**config.mk**
```make
export PLATFORM = sky130hd
export DESIGN_NAME = binary_to_decimal_ascii
export DESIGN_NICKNAME = d
export VERILOG_FILES = /design/src/rtl/b2da_pkg.sv /design/src/rtl/binary_to_decimal_ascii.sv /design/src/rtl/b2da_cell.sv /design/src/rtl/b2da_emit.sv
export SDC_FILE = /design/constraint.sdc
export NUM_CORES = 1
export LEC_CHECK = 0
export BUFFER_PORTS_ARGS = -buffer_cell sky130_fd_sc_hd__clkbuf_2
export CORE_MARGIN = 2
export CORE_UTILIZATION = 65
export CTS_CLUSTER_DIAMETER = 30
export DETAILED_ROUTE_END_ITERATION = 12
export PLACE_DENSITY_LB_ADDON = 0.05
export REMOVE_ABC_BUFFERS = 1
export SYNTH_ARGS = -nofsm -noshare
export SYNTH_HDL_FRONTEND = slang
export SYNTH_HIERARCHICAL = 1
export SYNTH_SLANG_ARGS = --single-unit
export TNS_END_PERCENT = 100
```
**constraint.sdc**
```tcl
create_clock -name clk -period 12.7 [get_ports clk]
set_input_delay 0 -clock clk [delete_from_list [all_inputs] [get_ports clk]]
set_output_delay 0 -clock clk [all_outputs]
set_load 0.02 [all_outputs]
```
**src/rtl/b2da_pkg.sv**
```systemverilog
`default_nettype none

package b2da_pkg;

  localparam int VALUE_W        = 16;
  localparam int COUNT_W        = 8;
  localparam int DIGIT_W        = 4;
  localparam int CHAR_W         = 6;
  localparam int MAX_DIGITS_DEF = 5;

  // x / 10 == (x * 0xCCCD) >> 19 for every 16-bit x
  localparam logic [VALUE_W-1:0] DIV10_MUL   = 16'hCCCD;
  localparam int                 DIV10_SHIFT = 19;

  localparam logic [CHAR_W-1:0] ASCII_ZERO = 6'h30;

  typedef struct packed {
    logic [COUNT_W-1:0] digit_count;
    logic [VALUE_W-1:0] value;
  } conv_t;

  typedef struct packed {
    logic [CHAR_W-1:0] character;
    logic              last;
  } text_t;

endpackage

`default_nettype wire

```
**src/rtl/binary_to_decimal_ascii.sv**
```systemverilog
`default_nettype none

// Converts a 16-bit unsigned value into its lowest N decimal digits as ASCII
// '0'..'9', most significant first, one character per output item; N is the
// requested count clamped to MAX_DIGITS, and the final character carries last.
// A count of zero produces no output. A row of MAX_DIGITS divide-by-ten cells
// peels one digit per cell and hands the quotient on each cycle, so a new item
// can be taken every cycle unless the output channel stalls the row.
// Throughput is set by the output channel: an item of N digits holds it until
// all N characters are taken, the next item loads as the last one is taken,
// and the row keeps filling behind it.
module binary_to_decimal_ascii #(
  parameter int MAX_DIGITS = b2da_pkg::MAX_DIGITS_DEF
) (
  input  wire logic            clk,
  input  wire logic            rst,
  input  wire logic            conv_valid,
  output logic                 conv_ready,
  input  wire b2da_pkg::conv_t conv,
  output logic                 text_valid,
  input  wire logic            text_ready,
  output b2da_pkg::text_t      text
);

  localparam int CNT_W = $clog2(MAX_DIGITS + 1);
  localparam int VW    = b2da_pkg::VALUE_W;
  localparam int DW    = b2da_pkg::DIGIT_W;

  logic                     lnk_valid  [MAX_DIGITS+1];
  logic                     lnk_ready  [MAX_DIGITS+1];
  logic [VW-1:0]            lnk_rest   [MAX_DIGITS+1];
  logic [CNT_W-1:0]         lnk_count  [MAX_DIGITS+1];
  logic [MAX_DIGITS*DW-1:0] lnk_digits [MAX_DIGITS+1];

  assign lnk_valid[0]  = conv_valid;
  assign conv_ready    = lnk_ready[0];
  assign lnk_rest[0]   = conv.value;
  assign lnk_count[0]  = (conv.digit_count > b2da_pkg::COUNT_W'(MAX_DIGITS))
                       ? CNT_W'(MAX_DIGITS) : conv.digit_count[CNT_W-1:0];
  assign lnk_digits[0] = '0;

  for (genvar g = 0; g < MAX_DIGITS; g++) begin : g_cell
    b2da_cell #(
      .MAX_DIGITS (MAX_DIGITS),
      .INDEX      (g),
      .CNT_W      (CNT_W)
    ) u_cell (
      .clk       (clk),
      .rst       (rst),
      .up_valid  (lnk_valid[g]),
      .up_ready  (lnk_ready[g]),
      .up_rest   (lnk_rest[g]),
      .up_count  (lnk_count[g]),
      .up_digits (lnk_digits[g]),
      .dn_valid  (lnk_valid[g+1]),
      .dn_ready  (lnk_ready[g+1]),
      .dn_rest   (lnk_rest[g+1]),
      .dn_count  (lnk_count[g+1]),
      .dn_digits (lnk_digits[g+1])
    );
  end

  b2da_emit #(
    .MAX_DIGITS (MAX_DIGITS),
    .CNT_W      (CNT_W)
  ) u_emit (
    .clk        (clk),
    .rst        (rst),
    .up_valid   (lnk_valid[MAX_DIGITS]),
    .up_ready   (lnk_ready[MAX_DIGITS]),
    .up_count   (lnk_count[MAX_DIGITS]),
    .up_digits  (lnk_digits[MAX_DIGITS]),
    .text_valid (text_valid),
    .text_ready (text_ready),
    .text       (text)
  );

endmodule

`default_nettype wire

```
**src/rtl/b2da_cell.sv**
```systemverilog
`default_nettype none

module b2da_cell #(
  parameter int MAX_DIGITS = b2da_pkg::MAX_DIGITS_DEF,
  parameter int INDEX      = 0,
  parameter int CNT_W      = $clog2(MAX_DIGITS + 1)
) (
  input  wire logic                                        clk,
  input  wire logic                                        rst,
  input  wire logic                                        up_valid,
  output logic                                             up_ready,
  input  wire logic [b2da_pkg::VALUE_W-1:0]                up_rest,
  input  wire logic [CNT_W-1:0]                            up_count,
  input  wire logic [MAX_DIGITS*b2da_pkg::DIGIT_W-1:0]     up_digits,
  output logic                                             dn_valid,
  input  wire logic                                        dn_ready,
  output logic [b2da_pkg::VALUE_W-1:0]                     dn_rest,
  output logic [CNT_W-1:0]                                 dn_count,
  output logic [MAX_DIGITS*b2da_pkg::DIGIT_W-1:0]          dn_digits
);

  localparam int VW = b2da_pkg::VALUE_W;
  localparam int DW = b2da_pkg::DIGIT_W;

  logic [2*VW-1:0]              prod;
  logic [VW-1:0]                quot;
  logic [VW-1:0]                quot_x10;
  logic [VW-1:0]                rem;
  logic [MAX_DIGITS*DW-1:0]     digits_next;

  always_comb begin
    prod        = {{VW{1'b0}}, up_rest} * {{VW{1'b0}}, b2da_pkg::DIV10_MUL};
    quot        = VW'(prod >> b2da_pkg::DIV10_SHIFT);
    quot_x10    = VW'({quot, 3'b000}) + VW'({quot, 1'b0});
    rem         = up_rest - quot_x10;
    digits_next = up_digits;
    digits_next[INDEX*DW +: DW] = rem[DW-1:0];
  end

  assign up_ready = !dn_valid || dn_ready;

  always_ff @(posedge clk) begin
    if (rst) begin
      dn_valid <= 1'b0;
    end else if (up_ready) begin
      dn_valid <= up_valid;
    end
  end

  always_ff @(posedge clk) begin
    if (up_ready) begin
      dn_rest   <= quot;
      dn_count  <= up_count;
      dn_digits <= digits_next;
    end
  end

endmodule

`default_nettype wire

```
**src/rtl/b2da_emit.sv**
```systemverilog
`default_nettype none

module b2da_emit #(
  parameter int MAX_DIGITS = b2da_pkg::MAX_DIGITS_DEF,
  parameter int CNT_W      = $clog2(MAX_DIGITS + 1)
) (
  input  wire logic                                    clk,
  input  wire logic                                    rst,
  input  wire logic                                    up_valid,
  output logic                                         up_ready,
  input  wire logic [CNT_W-1:0]                        up_count,
  input  wire logic [MAX_DIGITS*b2da_pkg::DIGIT_W-1:0] up_digits,
  output logic                                         text_valid,
  input  wire logic                                    text_ready,
  output b2da_pkg::text_t                              text
);

  localparam int DW    = b2da_pkg::DIGIT_W;
  localparam int IDX_W = (MAX_DIGITS > 1) ? $clog2(MAX_DIGITS) : 1;

  logic [MAX_DIGITS*DW-1:0] digits;
  logic [IDX_W-1:0]         pos;
  logic                     load;
  logic                     done;

  assign done     = text_valid && text_ready && (pos == '0);
  assign up_ready = !text_valid || done;
  assign load     = up_valid && up_ready && (up_count != '0);

  assign text.character = b2da_pkg::ASCII_ZERO
                        + b2da_pkg::CHAR_W'(digits[pos*DW +: DW]);
  assign text.last      = (pos == '0);

  always_ff @(posedge clk) begin
    if (rst) begin
      text_valid <= 1'b0;
    end else if (load) begin
      text_valid <= 1'b1;
    end else if (done) begin
      text_valid <= 1'b0;
    end
  end

  always_ff @(posedge clk) begin
    if (load) begin
      digits <= up_digits;
      pos    <= IDX_W'(up_count - CNT_W'(1));
    end else if (text_valid && text_ready) begin
      pos    <= pos - IDX_W'(1);
    end
  end

  a_drop_after_last: assert property (@(posedge clk) disable iff (rst)
    done && !load |=> !text_valid)
    else $error("emitter still busy after last item");

  a_step_down: assert property (@(posedge clk) disable iff (rst)
    text_valid && text_ready && !text.last |=> text_valid && pos == $past(pos) - IDX_W'(1))
    else $error("digit position did not advance");

  a_load_pos: assert property (@(posedge clk) disable iff (rst)
    load |=> text_valid && pos == $past(IDX_W'(up_count - CNT_W'(1))))
    else $error("digit position wrong after load");

  a_no_zero_load: assert property (@(posedge clk) disable iff (rst)
    up_valid && up_ready && up_count == '0 && !text_valid |=> !text_valid)
    else $error("empty item produced output");

endmodule

`default_nettype wire
```
==> metrics.md <==
| Metric | Value |
|---|---|
| Worst Path Required | `12.88 ns` |
| Drc violations | `0` |
| First-pass GRT wire length | `91.9 mm` |
| Initial core utilization | `65.6%` |
| Kind of critical path | `flip-flop to flip-flop` |
| Kind of cell adding the most delay to the critical path | `adder cells` |
| R2r endpoint | `g_cell[2].u_cell/dn_digits[11]` |
| Worst Hold End | `g_cell[0].u_cell/dn_digits[0]` |
| Sequential Area | `4620 um^2` |
| Yosys Warn Count | `6` |
| Vias in the first global route | `17800` |
| Routed WL per cell | `18.4 um` |
| IO buf count | `34` |
| Core area | `40600 um^2` |
| Post-synthesis area per instance | `11.0 um^2` |
| Minimum clock period | `6.15 ns` |
| CP startpoint kind | `flip-flop` |
| Layout cell share with drive strength beyond 1 | `5.10%` |
| Mapped Area | `26700 um^2` |
| Max-Cap Viols | `0` |
| Overflow after GRT | `0` |
| Relative slew margins | `49.7%` |
| Final setup vio count | `0` |
| TritonCTS clock tree | `done` |
| Clock transition at the registers of the reported paths | `0.07 ns` |
| Register-to-Register Setup Slack | `6.55 ns` |
| Vias post-DR | `16400` |
| CP max FO | `5` |
| Drt pass-1 iters | `4` |
| Worst path cell trace | `ha_1 > ha_1 > ha_1 > inv_1 > fa_1 > fa_1 > inv_1 > fa_1 > ha_1 > a2111oi_2 > nor3_1 > a311oi_2 > nor2b_1 > o21ai_0 > a21oi_1 > a21oi_1 > xnor2_1 > ha_1 > a21boi_0 > mux2i_1 > xnor2_1` |
| Row Count | `74` |
| NumNets Final | `3518` |
| Buf/Inv on CP | `2` |
| Final hold violations | `0` |
| Period Utilization, post-route | `48.4%` |
| Gpl congestion | `0.932` |
| Num ports | `37` |
| CP dominant cell by count | `ha_1` |
| Fin. max-slew vios | `0` |
| Root buffer cell | `clkbuf_16` |
| Cell depth of the worst hold path | `2` |
| Unrepaired setup endpoints after global routing | `false` |
| Arrival @ worst endpoint | `6.33 ns` |
| ANT nets after route | `0` |
| Gate Count Post-Synth | `2418` |
| RR Startpoint | `g_cell[1].u_cell/dn_rest[6]` |
| Latest clock arrival within the worst-skew pair | `0.44 ns` |
| Chip height | `207 um` |
| Outcome | `complete, no violations` |
| R2R depth | `21` |
| Die area | `42700 um^2` |
| CTS Sinks | `156` |
| Clock skew | `0.0133 ns` |
| Detailed Route WL | `55.6 mm` |
| Initial DRC Count | `785` |
| Fmax | `163 MHz` |
| Total CTS buffers | `17` |
| Antenna Cells | `0` |
| HP Start | `conv[1]` |
| Number of vias per cell | `5.42` |
| Initial antenna violation count | `0` |
| Slowest stage cell, crit path | `fa_1` |
| Largest net degree at the start of global routing | `35` |
| Multi-input logic area | `19300 um^2` |
| Worst path depth | `21` |
| Overall Global Routing Usage | `28.3%` |
| Worst-margin pin slew | `0.747 ns` |
| CTS H-tree depth | `4` |
| Syn-to-layout area delta | `5.44%` |
| Worst setup EP type | `flip-flop` |
| CP max stage delay | `0.56 ns` |
| Most frequent cells in the layout | `711 x inv_1, 625 x ha_1, 387 x fa_1` |
| Worst Hold Class | `input port to flip-flop` |
| Fillers | `3133` |
| Die span in x | `207 um` |
| Setup TNS | `0 ns` |
| CTS Buffer Depth | `2` |
| HPWL Detailed | `49.4 mm` |
| Commonest non-fill, non-tap cell in the layout | `inv_1` |
## worst max path at each step
stage | start | to | slack [ns]
2_1_floorplan | u_emit/pos[0] | g_cell[0].u_cell/dn_count[0] | 7.04
3_3_place_gp | g_cell[1].u_cell/dn_rest[11] | g_cell[2].u_cell/dn_digits[11] | 6.70
3_5_place_dp | g_cell[1].u_cell/dn_rest[11] | g_cell[2].u_cell/dn_digits[11] | 6.52
4_1_cts | g_cell[1].u_cell/dn_rest[6] | g_cell[2].u_cell/dn_digits[11] | 6.51
5_1_grt | g_cell[1].u_cell/dn_rest[10] | g_cell[2].u_cell/dn_digits[11] | 6.18
6_report | g_cell[1].u_cell/dn_rest[6] | g_cell[2].u_cell/dn_digits[11] | 6.55
## through the flow
step,util (%),cells,worst slack [ns],hold slack [ns],cell area [um^2]
2_1_floorplan,-,2410,7.04,0.0691,26600
3_3_place_gp,67.6,2982,6.70,0.275,27500
3_5_place_dp,67.6,2982,6.52,0.283,27500
4_1_cts,69.2,3023,6.51,0.0993,28100
5_1_grt,69.2,3023,6.18,0.116,28100
6_report,69.2,3023,6.55,0.138,28100
## layout make-up
type / count / share of cell area [%]
tap: 532 / 2.37
inverter: 711 / 9.49
clock buffer: 19 / 1.57
clock inverter: 13 / 0.436
timing repair buffer: 49 / 1.09
sequential: 156 / 16.4
multi-input combinational: 1543 / 68.6
## routing by layer
layer,GRT usage [%],share of wire (%),up-vias
met1,41.6,48,8206
met5,0,0,-
met4,4.69,1.2,0
li1,-,-,7877
met3,3.96,4.4,48
met2,45.6,46,258
## registers in the layout (all words and copies together), names as in the netlist
| register | count |
|---|---|
| g_cell.u_cell/dn_valid | 5 |
| u_emit/pos | 3 |
| u_emit/digits | 20 |
| g_cell.u_cell/dn_digits | 60 |
| g_cell.u_cell/dn_rest | 52 |
| g_cell.u_cell/dn_count | 15 |
| u_emit/text_valid | 1 |
## what timing repair did
action | 4_1_cts | 5_1_grt
hold buffers | 9 | 0
endpoints found under the hold margin | 12 | 0
setup buffers | 0 | 0
gates resized for setup | 0 | 0
Power is left out: the tool's default activity adds up to more than one toggle a clock period on the data nets, which glitch-free logic cannot reach.
